<file path="src/hw/rtl/fdccp_pkg.sv">
// shared types, codes and tables for the floppy controller command phases
`default_nettype none

package fdccp_pkg;

  // default drive count
  localparam int DRIVES_DEFAULT = 4;

  // field widths
  localparam int CMD_W    = 2;
  localparam int BYTE_W   = 8;
  localparam int DMALEN_W = 20;
  localparam int MASK_W   = 4;
  localparam int IN_TDATA_W  = 16;
  localparam int OUT_TDATA_W = 8;

  // command byte buffer and result buffer depths
  localparam int CMD_BYTES = 9;
  localparam int RES_BYTES = 7;

  // bus access kinds
  typedef enum logic [CMD_W-1:0] {
    OP_STATUS = 2'd0,
    OP_WRITE  = 2'd1,
    OP_RESULT = 2'd2
  } bus_op_t;

  // configuration register indexes
  localparam logic CFG_READY_MASK = 1'b0;
  localparam logic CFG_DMA_LEN    = 1'b1;

  // opcodes, low nibble of the first command byte
  localparam logic [3:0] OPC_SPECIFY    = 4'h3;
  localparam logic [3:0] OPC_WRITE_DATA = 4'h5;
  localparam logic [3:0] OPC_READ_DATA  = 4'h6;
  localparam logic [3:0] OPC_RECAL      = 4'h7;
  localparam logic [3:0] OPC_SENSE_INT  = 4'h8;
  localparam logic [3:0] OPC_WRITE_ID   = 4'hd;
  localparam logic [3:0] OPC_SEEK       = 4'hf;

  // status and result byte constants
  localparam logic [7:0] ST_RQM      = 8'h80;
  localparam logic [7:0] ST_DIO      = 8'h40;
  localparam logic [7:0] ST_BUSY     = 8'h10;
  localparam logic [7:0] ST0_WP      = 8'h40;
  localparam logic [7:0] ST0_SEEKEND = 8'h20;
  localparam logic [7:0] ST0_INVALID = 8'ha0;
  localparam logic [7:0] ST1_NOT_WR  = 8'h02;
  localparam logic [7:0] NO_RESULT   = 8'h80;
  localparam logic [7:0] BAD_CYL     = 8'hff;

  // largest sector size code
  localparam logic [2:0] SIZE_CODE_MAX = 3'd5;
  // sector size of code zero is 1 << SIZE_SHIFT_BASE
  localparam logic [3:0] SIZE_SHIFT_BASE = 4'd7;

  // one bus beat handed to the core
  typedef struct packed {
    logic            en;
    bus_op_t         cmd;
    logic [BYTE_W-1:0] wdata;
  } bus_beat_t;

  // command length per opcode
  function automatic logic [3:0] cmd_len(input logic [3:0] opc);
    logic [3:0] len;
    case (opc)
      4'h0:    len = 4'd1;
      4'h1:    len = 4'd9;
      4'h2:    len = 4'd9;
      4'h3:    len = 4'd3;
      4'h4:    len = 4'd2;
      4'h5:    len = 4'd9;
      4'h6:    len = 4'd9;
      4'h7:    len = 4'd2;
      4'h8:    len = 4'd1;
      4'h9:    len = 4'd9;
      4'ha:    len = 4'd2;
      4'hb:    len = 4'd1;
      4'hc:    len = 4'd9;
      4'hd:    len = 4'd6;
      4'he:    len = 4'd1;
      default: len = 4'd3;
    endcase
    return len;
  endfunction

endpackage

`default_nettype wire

</file>
<file path="src/hw/rtl/fdccp_core.sv">
// controller state: command collection, execution and result readout
`default_nettype none

module fdccp_core import fdccp_pkg::*; #(
  parameter int DRIVES = DRIVES_DEFAULT
) (
  input  wire logic                clk,
  input  wire logic                rst,
  input  wire logic                cfg_we,
  input  wire logic                cfg_index,
  input  wire logic [DMALEN_W-1:0] cfg_wdata,
  input  wire bus_beat_t           beat,
  output logic [BYTE_W-1:0]        rdata
);

  localparam int IDX_W = (DRIVES > 1) ? $clog2(DRIVES) : 1;
  localparam logic [2:0] DRV_LIMIT = 3'(DRIVES);

  typedef enum logic [1:0] {
    PH_CMD    = 2'd0,
    PH_BUSY   = 2'd1,
    PH_RESULT = 2'd2
  } phase_t;

  // architectural state
  logic [MASK_W-1:0]   ready_mask;
  logic [DMALEN_W-1:0] dma_len;
  logic [BYTE_W-1:0]   cbytes [CMD_BYTES];
  logic [3:0]          wpos;
  logic [BYTE_W-1:0]   rbytes [RES_BYTES];
  logic [2:0]          rpos;
  logic [2:0]          rcount;
  phase_t              phase;
  logic                dma_mode;
  logic [1:0]          sel_drive;
  logic [BYTE_W-1:0]   cyl [DRIVES];

  // next values
  logic [3:0]        wpos_next;
  logic [BYTE_W-1:0] rbytes_next [RES_BYTES];
  logic [2:0]        rpos_next;
  logic [2:0]        rcount_next;
  phase_t            phase_next;
  logic              dma_mode_next;
  logic [1:0]        sel_drive_next;
  logic              cyl_we;
  logic [IDX_W-1:0]  cyl_idx;
  logic [BYTE_W-1:0] cyl_val;
  logic              cb_we;

  // helpers
  logic [3:0]          wp_eff;
  logic [3:0]          wp_inc;
  logic [BYTE_W-1:0]   view [CMD_BYTES];
  logic [1:0]          drv;
  logic                drv_ok;
  logic                sel_ready;
  logic [2:0]          size_code;
  logic [3:0]          size_sh;
  logic [DMALEN_W:0]   len_round;
  logic [DMALEN_W:0]   k_full;
  logic [14:0]         k_sect;
  logic [BYTE_W-1:0]   span;
  logic [BYTE_W-1:0]   advance;
  logic [BYTE_W-1:0]   last_sector;
  logic [2:0]          rpos_inc;

  // command byte view with the incoming byte in place
  always_comb begin
    wp_eff = (wpos > 4'd8) ? 4'd0 : wpos;
    wp_inc = wp_eff + 4'd1;
    for (int i = 0; i < CMD_BYTES; i++) begin
      view[i] = (wp_eff == 4'(i)) ? beat.wdata : cbytes[i];
    end
  end

  // drive decode
  always_comb begin
    drv       = view[1][1:0];
    drv_ok    = ({1'b0, drv} < DRV_LIMIT);
    sel_ready = ({1'b0, sel_drive} < DRV_LIMIT) && ready_mask[sel_drive];
  end

  // read data end sector: sectors in the dma buffer, capped by end of track
  always_comb begin
    size_code = (view[5] > 8'(SIZE_CODE_MAX)) ? SIZE_CODE_MAX : view[5][2:0];
    size_sh   = SIZE_SHIFT_BASE + {1'b0, size_code};
    len_round = {1'b0, dma_len} + (((DMALEN_W+1)'(1) << size_sh) - (DMALEN_W+1)'(1));
    k_full    = len_round >> size_sh;
    k_sect    = (k_full[14:0] == 15'd0) ? 15'd1 : k_full[14:0];
    span      = view[6] - view[4];
    advance   = ({7'd0, span} < k_sect) ? span : k_sect[7:0];
    last_sector = view[4] + advance;
  end

  // step logic for one bus beat
  always_comb begin
    wpos_next      = wpos;
    rpos_next      = rpos;
    rcount_next    = rcount;
    phase_next     = phase;
    dma_mode_next  = dma_mode;
    sel_drive_next = sel_drive;
    for (int i = 0; i < RES_BYTES; i++) begin
      rbytes_next[i] = rbytes[i];
    end
    cyl_we   = 1'b0;
    cyl_idx  = drv[IDX_W-1:0];
    cyl_val  = '0;
    cb_we    = 1'b0;
    rdata    = '0;
    rpos_inc = rpos + 3'd1;

    case (beat.cmd)
      OP_STATUS: begin
        rdata = ST_RQM;
        if (wpos != 4'd0 || rpos != 3'd0) begin
          rdata = rdata | ST_BUSY;
        end
        if (phase == PH_RESULT) begin
          rdata = rdata | ST_DIO;
        end
      end

      OP_WRITE: begin
        cb_we = 1'b1;
        if (cmd_len(view[0][3:0]) <= wp_inc) begin
          wpos_next = '0;
          // execute
          case (view[0][3:0])
            OPC_SPECIFY: begin
              dma_mode_next = ~view[2][0];
              phase_next    = PH_CMD;
            end
            OPC_WRITE_DATA: begin
              if (dma_mode) begin
                rbytes_next[0] = ST0_WP | {6'd0, sel_drive};
                rbytes_next[1] = ST1_NOT_WR;
                rbytes_next[2] = '0;
                rbytes_next[3] = view[2];
                rbytes_next[4] = view[3];
                rbytes_next[5] = view[4];
                rbytes_next[6] = view[5];
                rcount_next    = 3'(RES_BYTES);
                rpos_next      = '0;
                phase_next     = PH_RESULT;
              end
            end
            OPC_READ_DATA: begin
              if (dma_mode) begin
                rbytes_next[0] = {6'd0, sel_drive};
                rbytes_next[1] = '0;
                rbytes_next[2] = '0;
                rbytes_next[3] = view[2];
                rbytes_next[4] = view[3];
                rbytes_next[5] = last_sector;
                rbytes_next[6] = view[5];
                rcount_next    = 3'(RES_BYTES);
                rpos_next      = '0;
                phase_next     = PH_RESULT;
              end
            end
            OPC_RECAL: begin
              sel_drive_next = drv;
              cyl_we         = drv_ok;
              cyl_val        = '0;
              phase_next     = PH_CMD;
            end
            OPC_SENSE_INT: begin
              if (sel_ready) begin
                rbytes_next[0] = ST0_SEEKEND | {6'd0, sel_drive};
                rbytes_next[1] = cyl[sel_drive[IDX_W-1:0]];
              end else begin
                rbytes_next[0] = ST0_INVALID | {6'd0, sel_drive};
                rbytes_next[1] = BAD_CYL;
              end
              rcount_next = 3'd2;
              rpos_next   = '0;
              phase_next  = PH_RESULT;
            end
            OPC_WRITE_ID: begin
              rbytes_next[0] = ST0_WP | {6'd0, sel_drive};
              rbytes_next[1] = ST1_NOT_WR;
              rbytes_next[2] = '0;
              rcount_next    = 3'(RES_BYTES);
              rpos_next      = '0;
              phase_next     = PH_RESULT;
            end
            OPC_SEEK: begin
              sel_drive_next = drv;
              cyl_we         = drv_ok;
              cyl_val        = view[2];
              phase_next     = PH_CMD;
            end
            default: begin
              phase_next     = PH_CMD;
              rcount_next    = '0;
              rbytes_next[0] = NO_RESULT;
            end
          endcase
        end else begin
          wpos_next  = wp_inc;
          phase_next = PH_BUSY;
        end
      end

      OP_RESULT: begin
        rdata = NO_RESULT;
        if (phase == PH_RESULT) begin
          if (rcount > rpos && rpos < 3'(RES_BYTES)) begin
            rdata     = rbytes[rpos];
            rpos_next = rpos_inc;
          end
          if (rcount <= rpos_next) begin
            phase_next = PH_CMD;
            rpos_next  = '0;
          end
        end
      end

      default: begin
        rdata = '0;
      end
    endcase
  end

  // command byte buffer, undefined until written
  always_ff @(posedge clk) begin
    if (beat.en && cb_we) begin
      cbytes[wp_eff] <= beat.wdata;
    end
  end

  // control state, configuration, results and cylinders
  always_ff @(posedge clk) begin
    if (rst) begin
      ready_mask <= '0;
      dma_len    <= '0;
      wpos       <= '0;
      rpos       <= '0;
      rcount     <= '0;
      phase      <= PH_CMD;
      dma_mode   <= 1'b0;
      sel_drive  <= '0;
      for (int i = 0; i < RES_BYTES; i++) begin
        rbytes[i] <= '0;
      end
      for (int i = 0; i < DRIVES; i++) begin
        cyl[i] <= '0;
      end
    end else begin
      if (cfg_we) begin
        case (cfg_index)
          CFG_READY_MASK: ready_mask <= cfg_wdata[MASK_W-1:0];
          CFG_DMA_LEN:    dma_len    <= cfg_wdata;
          default:        ready_mask <= ready_mask;
        endcase
      end
      if (beat.en) begin
        wpos      <= wpos_next;
        rpos      <= rpos_next;
        rcount    <= rcount_next;
        phase     <= phase_next;
        dma_mode  <= dma_mode_next;
        sel_drive <= sel_drive_next;
        for (int i = 0; i < RES_BYTES; i++) begin
          rbytes[i] <= rbytes_next[i];
        end
        if (cyl_we) begin
          cyl[cyl_idx] <= cyl_val;
        end
      end
    end
  end

  // status reads leave the state alone
  a_status_quiet: assert property (@(posedge clk) disable iff (rst)
    beat.en && beat.cmd == OP_STATUS |=> $stable(phase) && $stable(wpos) && $stable(rpos))
    else $error("status read changed controller state");

  // the write pointer stays inside the command buffer after a write
  a_wpos_range: assert property (@(posedge clk) disable iff (rst)
    beat.en && beat.cmd == OP_WRITE |=> wpos <= 4'd8)
    else $error("command write pointer out of range");

  // result reads never move the read pointer outside the result phase
  a_rpos_phase: assert property (@(posedge clk) disable iff (rst)
    beat.en && beat.cmd == OP_RESULT && phase != PH_RESULT |=> $stable(rpos))
    else $error("result pointer moved outside result phase");

endmodule

`default_nettype wire

</file>
<file path="src/hw/rtl/floppy_controller_command_phases.sv">
// Floppy controller command/result phases, register side.
// A beat accepted into the input register updates the core state and loads the result register
// together, once the result register is empty or being read (m_tready).
// Throughput: one beat per cycle while the result side is not held back by m_tready low.
// Reset (rst, synchronous, active high): command phase, result buffer and pointers cleared,
// configuration registers zero, no result beat pending.
`default_nettype none

module floppy_controller_command_phases import fdccp_pkg::*; #(
  parameter int DRIVES = DRIVES_DEFAULT
) (
  input  wire logic                   clk,
  input  wire logic                   rst,
  // input beats
  input  wire logic                   s_tvalid,
  output logic                        s_tready,
  input  wire logic [IN_TDATA_W-1:0]  s_tdata,   // cmd[1:0], wdata[9:2], zero pad
  // result beats
  output logic                        m_tvalid,
  input  wire logic                   m_tready,
  output logic [OUT_TDATA_W-1:0]      m_tdata,   // rdata[7:0]
  // configuration writes
  input  wire logic                   cfg_we,
  input  wire logic                   cfg_index,
  input  wire logic [DMALEN_W-1:0]    cfg_wdata
);

  // input register
  logic              s1_valid;
  logic [CMD_W-1:0]  s1_cmd;
  logic [BYTE_W-1:0] s1_wdata;
  logic              step;
  bus_beat_t         beat;
  logic [BYTE_W-1:0] core_rdata;

  assign step     = s1_valid && (!m_tvalid || m_tready);
  assign s_tready = !s1_valid || step;

  always_ff @(posedge clk) begin
    if (rst) begin
      s1_valid <= 1'b0;
    end else if (s_tready) begin
      s1_valid <= s_tvalid;
    end
  end

  always_ff @(posedge clk) begin
    if (s_tvalid && s_tready) begin
      s1_cmd   <= s_tdata[CMD_W-1:0];
      s1_wdata <= s_tdata[CMD_W+BYTE_W-1:CMD_W];
    end
  end

  // beat to the core
  always_comb begin
    beat.en    = step;
    beat.cmd   = bus_op_t'(s1_cmd);
    beat.wdata = s1_wdata;
  end

  fdccp_core #(
    .DRIVES(DRIVES)
  ) u_core (
    .clk      (clk),
    .rst      (rst),
    .cfg_we   (cfg_we),
    .cfg_index(cfg_index),
    .cfg_wdata(cfg_wdata),
    .beat     (beat),
    .rdata    (core_rdata)
  );

  // result register
  always_ff @(posedge clk) begin
    if (rst) begin
      m_tvalid <= 1'b0;
    end else if (step) begin
      m_tvalid <= 1'b1;
    end else if (m_tready) begin
      m_tvalid <= 1'b0;
    end
  end

  always_ff @(posedge clk) begin
    if (step) begin
      m_tdata <= core_rdata;
    end
  end

  // input stalls only when both stages are full and blocked
  a_stall_cause: assert property (@(posedge clk) disable iff (rst)
    !s_tready |-> s1_valid && m_tvalid && !m_tready)
    else $error("input stalled without a blocked result");

  // every processed beat shows up as a result beat
  a_step_result: assert property (@(posedge clk) disable iff (rst)
    step |=> m_tvalid)
    else $error("processed beat produced no result");

  // a held input beat is not lost while the output is blocked
  a_hold_s1: assert property (@(posedge clk) disable iff (rst)
    s1_valid && !step |=> s1_valid && $stable(s1_cmd) && $stable(s1_wdata))
    else $error("pending input beat lost");

endmodule

`default_nettype wire
</file>
<file path="config.mk">
export PLATFORM = sky130hd
export DESIGN_NAME = floppy_controller_command_phases
export DESIGN_NICKNAME = d
export VERILOG_FILES = /design/src/hw/rtl/fdccp_pkg.sv /design/src/hw/rtl/fdccp_core.sv /design/src/hw/rtl/floppy_controller_command_phases.sv
export SDC_FILE = /design/constraint.sdc
export NUM_CORES = 1
export LEC_CHECK = 0
export BUFFER_PORTS_ARGS = -buffer_cell sky130_fd_sc_hd__buf_4
export CAP_MARGIN = 20
export CORE_AREA = 2 2 124 174
export DETAILED_ROUTE_END_ITERATION = 8
export DIE_AREA = 0 0 126 176
export PLACE_DENSITY = 0.74
export SKIP_LAST_GASP = 1
export SYNTH_ARGS = -nofsm -noshare
export SYNTH_HDL_FRONTEND = slang
export SYNTH_HIERARCHICAL = 1
export SYNTH_SLANG_ARGS = --single-unit
</file>
<file path="constraint.sdc">
create_clock -name clk -period 8.72 [get_ports clk]
set_input_delay 0.436 -clock clk [delete_from_list [all_inputs] [get_ports clk]]
set_output_delay 0.436 -clock clk [all_outputs]
set_load 0.02 [all_outputs]
</file>
# [Word-level counts from Yosys, hierarchy flattened]
# Memory sizes are Yosys's and may differ from the RTL's. A register that Yosys moved wholly into a read port is not among the register bits.
# Cells that the tools add are included.
[word_totals] ff_bits=59 latchBits=0 ram_bits=160 mem_bits_ro=64 word_cells=200 n_memories=4
[mem_list] memory="u_core.cbytes" depth=9 word_bits=8 read_ports=7 rd_clocked_by_memory_dff=0 wr=1 line="fdccp_core.sv:28" source="logic [BYTE_W-1:0] cbytes [CMD_BYTES];"
[mem_list] memory="(no name shown)" depth=16 word_bits=4 read_ports=1 rd_clocked_by_memory_dff=0 wr=0 line="fdccp_pkg.sv:67" source="case (opc)"
[mem_list] memory="u_core.rbytes" depth=7 word_bits=8 read_ports=1 rd_clocked_by_memory_dff=1 wr=7 line="fdccp_core.sv:30" source="logic [BYTE_W-1:0] rbytes [RES_BYTES];"
[mem_list] memory="u_core.cyl" depth=4 word_bits=8 read_ports=1 rd_clocked_by_memory_dff=1 wr=4 line="fdccp_core.sv:36" source="logic [BYTE_W-1:0] cyl [DRIVES];"
[classes] n_addsub=7 multipliers=0 div_mod_pow=0 magnitude_cmp=8 eq_ne=43 shift=2 mux=80 bitwise_logic=10 n_reduce_logical=33
[ops] operator="56-bit 2-to-1 mux" n=4
[ops] operator="8-bit 2-to-1 mux" n=19
[ops] operator="32-bit case mux with 2 select lines" n=1
[ops] operator="8-bit case mux with 5 select lines" n=1
[ops] operator="4-bit != test (second input constant)" n=9
[ops] operator="3-bit 2-to-1 mux" n=11
[ops] operator="8-bit case mux with 4 select lines" n=1
[ops] operator="6-bit AND reduction" n=5
[ops] operator="4-bit by 3-bit equality test with 1-bit output (second input constant)" n=6
[ops] operator="8-bit case mux with 3 select lines" n=1
[ops] operator="20-bit by 21-bit adder with 21-bit output" n=1
[ops] operator="1-bit by 4-bit left shift with 21-bit output (first input constant)" n=1
[ops] operator="21-bit by 4-bit right shift with 15-bit output" n=1
[ops] operator="21-bit by 1-bit subtractor with 21-bit output (second input constant)" n=1
[ops] operator="1-bit 2-to-1 mux" n=19
[ops] operator="16-bit 2-to-1 mux" n=1
[ops] operator="2-bit 2-to-1 mux" n=8
[ops] operator="4-bit 2-to-1 mux" n=4
[ops] operator="8-bit case mux with 2 select lines" n=1
[ops] operator="15-bit zero test" n=1
[ops] operator="8-bit by 15-bit < comparator with 1-bit output" n=1
[ops] operator="15-bit 2-to-1 mux" n=1
[ops] operator="4-bit by 2-bit equality test with 1-bit output (second input constant)" n=3
[ops] operator="4-bit equality test (second input constant)" n=3
[ops] operator="45 further kinds" n=79

# [Logic depth before layout (Yosys ltp)]
# Gate-level depths: netlist of the first run.
[logic_depth] ltp_word=21 depth_mapped=46 depth_no_buf=43

# [By module]
# Netlist of the first run, hierarchy kept.
[by_module_without_submodules] module="fdccp_core" instances=1 cells_per_inst=1085 area_per_inst_um2=10455.0 seq_area_each_um2=4554.4
[by_module_without_submodules] module="floppy_controller_command_phases" instances=1 cells_per_inst=28 area_per_inst_um2=644.4 seq_area_each_um2=580.6

# [Worst setup path after synthesis of the first run]
# OpenSTA, ideal clock, no wires.
[synth_timing] kind="register to register" start="register u_core.wpos[3]" end="memory u_core.rbytes[5][7], data pin" t_arrival_ns=7.935 required_time_ns=8.459 path_slack_ns=0.524 path_stages_with_launch=43 path_cell_list="dfxtp_1 > nand2b_1 > inv_1 > ha_1 > and3b_1 > or4_1 > o21ai_1 > clkbuf_1 > nand2_1 > ha_1 > inv_1 > ha_1 > a21oi_1 > o221ai_1 > o21a_1 > nor3_1 > a211oi_1 > o21ai_0 > (+7 left out) > o311a_1 > a221oi_2 > and2_1 > buf_6 > a21oi_1 > ha_1 > a21o_1 > a21o_1 > a21o_1 > a21oi_1 > nor2b_1 > o21a_1 > nor3_1 > nand2_1 > a21oi_1 > a31oi_1 > a21oi_1 > nor3_2"
[synth_lines] item="start: declaration" line="fdccp_core.sv:29" source="logic [3:0] wpos;"
[synth_lines] item="start signal: assignment" line="fdccp_core.sv:260" source="wpos <= wpos_next;"
[synth_lines] item="end: declaration" line="fdccp_core.sv:30"

==> results of run 1 <==
## synth_stat cells (all sizes together) (8+ instances only)
library cell,instances
a211oi,16
a21o,18
a21oi,98
a22oi,8
buf,12
clkbuf,39
dfxtp,45
edfxtp,141
ha,67
inv,64
mux2,19
mux2i,42
mux4,9
nand2,138
nand2b,20
nand3,22
nand4,12
nor2,119
nor2b,13
nor3,26
o211ai,11
o21a,22
o21ai,30
xnor2,13
## worst max-delay path, delay by kind of cell, from the launching register on
kind,cells,cell delay [ns]
compound gates,17,2.98
flops,1,0.35
buf+inv,4,0.37
fa+ha+maj,5,1.33
simple gates,16,2.94
## kinds of logic after synthesis
family                     after synthesis  synth area share
buffers and inverters                  115            0.0424
DFF                                    186             0.463
adders and majority gates               69            0.0791
muxes                                   70            0.0754
other                                    1          0.000338
xor gates and xnor gates                20            0.0158
and+or+nand+nor                        398             0.171
AOI/OAI and AO/OA                      254             0.153
## sequential cells by signal, summed over array words and instances (netlist names), named ones only
register / count
u_core/cyl: 32
u_core/rcount: 2
u_core/cbytes: 46
u_core/dma_len: 20
u_core/phase: 2
u_core/sel_drive: 2
u_core/dma_mode: 1
u_core/ready_mask: 4
m_tvalid: 1
s1_wdata: 8
s1_valid: 1
s1_cmd: 2
u_core/wpos: 4
u_core/rpos: 3
m_tdata: 8
u_core/rbytes: 45
## routing by layer
metal / part of all wire / GRT usage / up-vias
li1: - / - / 4147
met1: 0.38 / 0.274 / 3993
met2: 0.53 / 0.443 / 246
met3: 0.038 / 0.0315 / 75
met4: 0.048 / 0.125 / 0
met5: 0 / 0 / -
## through the flow
stage          hold slack, ns  cells
4_1_cts                 0.160   1430
2_1_floorplan           0.436   1114
3_3_place_gp            0.443   1398
5_1_grt                 0.156   1434
6_report                0.173   1434
3_5_place_dp            0.452   1398
## power groups by stage
stage / clock, µW / combinational, µW / sequential, µW
after floorplan: 0 / 247 / 1010
after global placement: 0 / 344 / 1010
after detailed placement: 0 / 351 / 1010
after CTS: 766 / 353 / 988
after global routing: 800 / 409 / 990
final: 753 / 374 / 988
## final cells by class
type,count,area share
Sequential cell,186,0.410
Multi-Input combinational cell,813,0.449
Clock inverter,15,0.0124
Tap cell,256,0.0256
Inverter,64,0.0192
Timing Repair Buffer,83,0.0498
Clock buffer,17,0.0340
## repair_timing
item | CTS | global route
buffers inserted | 0 | 3
resized for setup | 0 | 34
setup endpoints to repair | 0 | 3
hold endpoints to repair | 0 | 0
## placed cells by master, fill, tap and decap left out, types with 8 or more instances in the layout
| cell type | n |
|---|---|
| a211oi_1 | 15 |
| edfxtp_1 | 141 |
| xnor2_1 | 12 |
| nand3_1 | 22 |
| a21o_1 | 18 |
| a22oi_1 | 8 |
| inv_1 | 64 |
| o211ai_1 | 10 |
| nor2_1 | 116 |
| o21a_1 | 22 |
| mux2i_1 | 42 |
| nand2_1 | 136 |
| buf_4 | 82 |
| mux4_2 | 9 |
| nand4_1 | 12 |
| dfxtp_1 | 45 |
| ha_1 | 65 |
| nand2b_1 | 20 |
| o21ai_0 | 25 |
| clkbuf_16 | 17 |
| a21oi_1 | 93 |
| nor2b_1 | 13 |
| mux2_2 | 19 |
| nor3_1 | 19 |
## final timing paths
check,from,end
max,u_core/wpos[3],u_core/rbytes[5][7]
min,s_tdata[0],s1_cmd[0]
max reg2reg,u_core/wpos[3],u_core/rbytes[5][7]
min reg2reg,u_core/dma_len[12],u_core/dma_len[12]
==> results.ini, run 1 <==
[run_status]
status = complete, no violations

[worst_setup_path]
r2r_cells = 42
cp_slowest_stage_delay_ns = 0.53
regToRegSetupSlack_ns = 0.55
arrival_ns = 8.43
cp-start-kind = flip-flop
cp_max_fo = 8
cp.required_ns = 8.98
crit_path_frequent_cell = a21o_1
path_class = reg -> reg
critPathSlowestCell = or4_1
cp-end-kind = flip-flop

[route]
final_antenna_net_count = 0
drc_errors = 0
vias_per_cell = 5.90
initialDrtViolationCount = 604
wire_per_inst_um = 18.5
drt-pass1-iter-count = 5
dr_total_vias = 8461
wirelength_um = 26500

[die]
die_area_mm2 = 0.0222
core-area_mm2 = 0.0205
io_pins = 52
rows = 62
die_w_um = 126
start_util = 0.542
die_h_um = 176

[synthesis]
async_flop_share = 0
yosysUniqueCellTypes = 85
synthesis.instances = 1113
ys_seq_area_frac = 0.463
synth_ff_type = edfxtp_1
synthesis.area_mm2 = 0.0111
yosys_warnings = 6
yosys-top-cells-area = edfxtp_1 38%, dfxtp_1 8.1%, ha_1 7.6%
synth_edf_count = 141
ys_ff_latch = 186
yosysTopAreaCell = edfxtp_1
yosysTopAreaCellShare = 0.381
avgSynthCellArea_um2 = 9.97

[cells_and_area]
diodes = 0
post-route-util = 0.612
register_area_mm2 = 0.00513
nets = 1276
fin_area_mm2 = 0.0125
fillerInstances = 1730
multi_input_area_mm2 = 0.00563
syn_to_final_growth_pct = 12.8
drive_gt1_frac = 0.169

[sta]
setup_violations = 0
relSlewSlack = 0.289
worst_pin_slew_ns = 1.04
hold_violations = 0
fmax_ghz = 0.122
skew_ns = 0.0132
min_period_ns = 8.17
setup_tns_ns = 0
rsz0062_at_grt = false
slew_viol_final = 0
layout_setup_ws_ns = 0.552
fin_crit_sh = 0.937

[grt]
grt_overflow_total = 0
first_global_vias = 8360
grt_max_degree = 60
track_usage = 0.242
antenna_found_initial = 0
grt_pass1_wl_um = 42100

[cts]
path_clk_slew_ns = 0.07
insertion_delay_ns = 0.44
ctsHoldBuffers = 0
cts-buffers-inserted = 17
cts_tree = done
cts_sinks = 186
cts_root_buffer = clkbuf_16
cts-htree-levels = 4
cts_buffer_depth = 2

[power_and_ir_drop]
pwr-share-seq = 0.467
power_density_mw_per_mm2 = 169
p_comb_frac = 0.177
p_total_uw = 2110
power_switching_uw = 603
swShare = 0.285
peakVddDrop_v = 0.000149
p_clk_frac = 0.356
p_leak_uw = 0.00487
p_int_uw = 1510

[place]
dpl_worst_slack_ns = 0.0480
post-dp-hpwl_um = 20000
place_congestion = 0.943
port_buffers = 45
placed_area_mm2 = 0.0118

[worst_hold_path]
hold_path_depth = 1
min_path_type = in -> reg

[flow_run]
max-cap-violations = 0

(Power assumes the default switching activity.)
==> run 2, diff against run 1 <==
--- a/config.mk
+++ b/config.mk
@@ -7,10 +7,11 @@
 export LEC_CHECK = 0
 export BUFFER_PORTS_ARGS = -buffer_cell sky130_fd_sc_hd__buf_4
 export CAP_MARGIN = 20
-export CORE_AREA = 2 2 124 174
+export CORE_AREA = 2 2 129 182
+export CTS_BUF_LIST = sky130_fd_sc_hd__clkbuf_4
 export DETAILED_ROUTE_END_ITERATION = 8
-export DIE_AREA = 0 0 126 176
-export PLACE_DENSITY = 0.74
+export DIE_AREA = 0 0 131 184
+export PLACE_DENSITY = 0.69
 export SKIP_LAST_GASP = 1
 export SYNTH_ARGS = -nofsm -noshare
 export SYNTH_HDL_FRONTEND = slang
==> run 2 against run 1 <==
Net effect: count of clock-buffer cells in the layout is 1 higher; hold slack lost 0.10 ns; critical path depth unchanged; via count decreased by 0.65%; sequential share of layout area up 0.23 points; clock skew is 0.017 ns higher; clock power fell by 29%.
==> results.ini, run 2 (synthesis gave the netlist of run 1 again) <==
[cts]
cts_buffer_depth = 2  ; unchanged
cts_sinks = 186  ; unchanged
path_clk_slew_ns = 0.16  ; +0.09 ns
cts_tree = done
cts-buffers-inserted = 17  ; unchanged
insertion_delay_ns = 0.59  ; +0.15 ns
cts-htree-levels = 4  ; unchanged
cts_root_buffer = clkbuf_4

[power_and_ir_drop]
peakVddDrop_v = 0.000125  ; -16%
p_int_uw = 1370  ; -9.4%
p_comb_frac = 0.200  ; +0.023
swShare = 0.280  ; -0.00572
power_switching_uw = 531  ; -12%
pwr-share-seq = 0.520  ; +0.053
p_leak_uw = 0.00481  ; -1.2%
power_density_mw_per_mm2 = 153  ; -9.6%
p_clk_frac = 0.280  ; -0.076

[sta]
fmax_ghz = 0.121  ; -0.76%
fin_crit_sh = 0.944  ; +0.00715
slew_viol_final = 0  ; unchanged
min_period_ns = 8.23  ; +0.0624 ns
rsz0062_at_grt = false
setup_violations = 0  ; unchanged
relSlewSlack = 0.289  ; +0.000635
skew_ns = 0.0306  ; +0.0174 ns
worst_pin_slew_ns = 1.04  ; -0.000927 ns
hold_violations = 0  ; unchanged
setup_tns_ns = 0  ; unchanged

[worst_hold_path]
min_path_type = in -> reg
hold_path_depth = 3  ; +2
min_from = cfg_wdata[17]
hold_end = u_core/dma_len[17]

[worst_setup_path]
cp_max_fo = 7  ; -1
regToRegSetupSlack_ns = 0.49  ; -0.06 ns
r2r_cells = 42  ; unchanged
timing.rr.start = u_core/wpos[3]
cp-start-kind = flip-flop
critPathSlowestCell = or4_4
path_class = reg -> reg
crit_path_frequent_cell = a21o_1
timing.rr.end = u_core/rbytes[5][7]
cp_slowest_stage_delay_ns = 0.56  ; +0.03 ns
arrival_ns = 8.52  ; +0.09 ns
cp.required_ns = 9.01  ; +0.03 ns
cp-end-kind = flip-flop

[route]
drc_errors = 0  ; unchanged
vias_per_cell = 5.63  ; -4.5%
wirelength_um = 26500  ; about the same
drt-pass1-iter-count = 5  ; unchanged
final_antenna_net_count = 0  ; unchanged
wire_per_inst_um = 17.8  ; -3.8%
initialDrtViolationCount = 595  ; -1.5%
dr_total_vias = 8406  ; -0.65%

[die]
rows = 65  ; +4.8%
core-area_mm2 = 0.0224  ; +9.2%
start_util = 0.496  ; -0.0457
die_h_um = 184  ; +4.5%
die_w_um = 131  ; +4.0%
die_area_mm2 = 0.0241  ; +8.7%
io_pins = 52  ; unchanged

[grt]
grt_max_degree = 60  ; unchanged
grt_overflow_total = 0  ; unchanged
grt_pass1_wl_um = 41300  ; -2.0%
track_usage = 0.227  ; -0.0157
first_global_vias = 8166  ; -2.3%
antenna_found_initial = 1  ; +1

[cells_and_area]
fillerInstances = 2009  ; +16%
largest_reg_flops = 46  ; unchanged
multi_input_area_mm2 = 0.00564  ; +0.22%
syn_to_final_growth_pct = 12.2
post-route-util = 0.557  ; -0.0547
register_area_mm2 = 0.00513  ; unchanged
nets = 1287  ; +0.86%
top_regs = u_core/cbytes (46), u_core/rbytes (45), u_core/cyl (32)
layout_commonest_cell = edfxtp_1
final_cell_mix = 141 x edfxtp_1, 136 x nand2_1, 115 x nor2_1
drive_gt1_frac = 0.172  ; +0.00264
largest-register = u_core/cbytes

[place]
post-dp-hpwl_um = 20000  ; +0.30%
place_congestion = 0.881  ; -6.6%
port_buffers = 45  ; unchanged

[flow_run]
max-cap-violations = 0  ; unchanged

[run_status]
status = complete, no violations

[run 2: cell count changes in the layout (fill, tap and decap cells not counted), sizes merged]
cell / before / now
buf: 82 / 83
clkinvlp: 1 / 0
bufinv: 0 / 4
inv: 72 / 70
diode: 0 / 2
dlygate4sd3: 0 / 10
clkbuf: 18 / 19
clkinv: 6 / 4
[run 2: how the worst max path moves through the flow]
stage	from	to	slack [ns]
final	u_core/wpos[3]	u_core/rbytes[5][7]	0.49
after global routing	u_core/wpos[3]	u_core/rbytes[5][7]	0.02
after CTS	u_core/wpos[0]	u_core/rbytes[5][7]	0.15
after detailed placement	u_core/wpos[3]	u_core/rbytes[5][7]	0.19
after global placement	u_core/wpos[3]	u_core/rbytes[5][7]	0.39
after floorplan	u_core/wpos[3]	u_core/rbytes[5][7]	0.52
[run 2: layout make-up]
| class | instances | area share |
|---|---|---|
| clock inverter | 14 | 0.0155 |
| timing repair buffer | 94 | 0.0587 |
| multi-input combinational | 813 | 0.453 |
| clock buffer | 18 | 0.0109 |
| sequential | 186 | 0.412 |
| antenna | 2 | 0.000402 |
| inverter | 64 | 0.0193 |
| tap | 301 | 0.0302 |
[run 2: critical path, delay by kind of cell, from the launching register on]
kind | cells | cell delay, ns
simple gates | 18 | 3.22
compound gates | 15 | 2.59
flops | 1 | 0.36
buf+inv | 4 | 0.36
fa+ha+maj | 5 | 1.42
[run 2: layer usage]
layer,routed length (µm),up-vias,track usage
met5,0,-,0
met4,801,0,0.0885
met3,866,40,0.0338
met2,14400,192,0.423
met1,10500,3996,0.253
li1,-,4178,-
[run 2: through the flow]
step | hold WS (ns) | area, µm² | instances | power [µW] | worst slack, ns
2_1_floorplan | 0.436 | 11100 | 1114 | 1260 | 0.524
3_5_place_dp | 0.448 | 11900 | 1445 | 1360 | 0.188
4_1_cts | 0.0133 | 12300 | 1487 | 1900 | 0.150
6_report | 0.0719 | 12500 | 1492 | 1900 | 0.489
5_1_grt | 0.0201 | 12500 | 1492 | 1980 | 0.0198
3_3_place_gp | 0.442 | 11900 | 1445 | 1360 | 0.387
[run 2: repair_timing]
item | 4_1_cts | 5_1_grt
endpoints found under the setup margin | 0 | 3
hold buffers | 10 | 0
endpoints found under the hold margin | 10 | 0
resized for setup | 0 | 38
setup buffers | 0 | 2
[run 2: power groups by stage]
stage / logic [µW] / registers (µW) / clock network (µW)
6_report: 380 / 987 / 532
5_1_grt: 416 / 990 / 578
4_1_cts: 361 / 987 / 550
3_5_place_dp: 355 / 1010 / 0
3_3_place_gp: 350 / 1010 / 0
2_1_floorplan: 247 / 1010 / 0
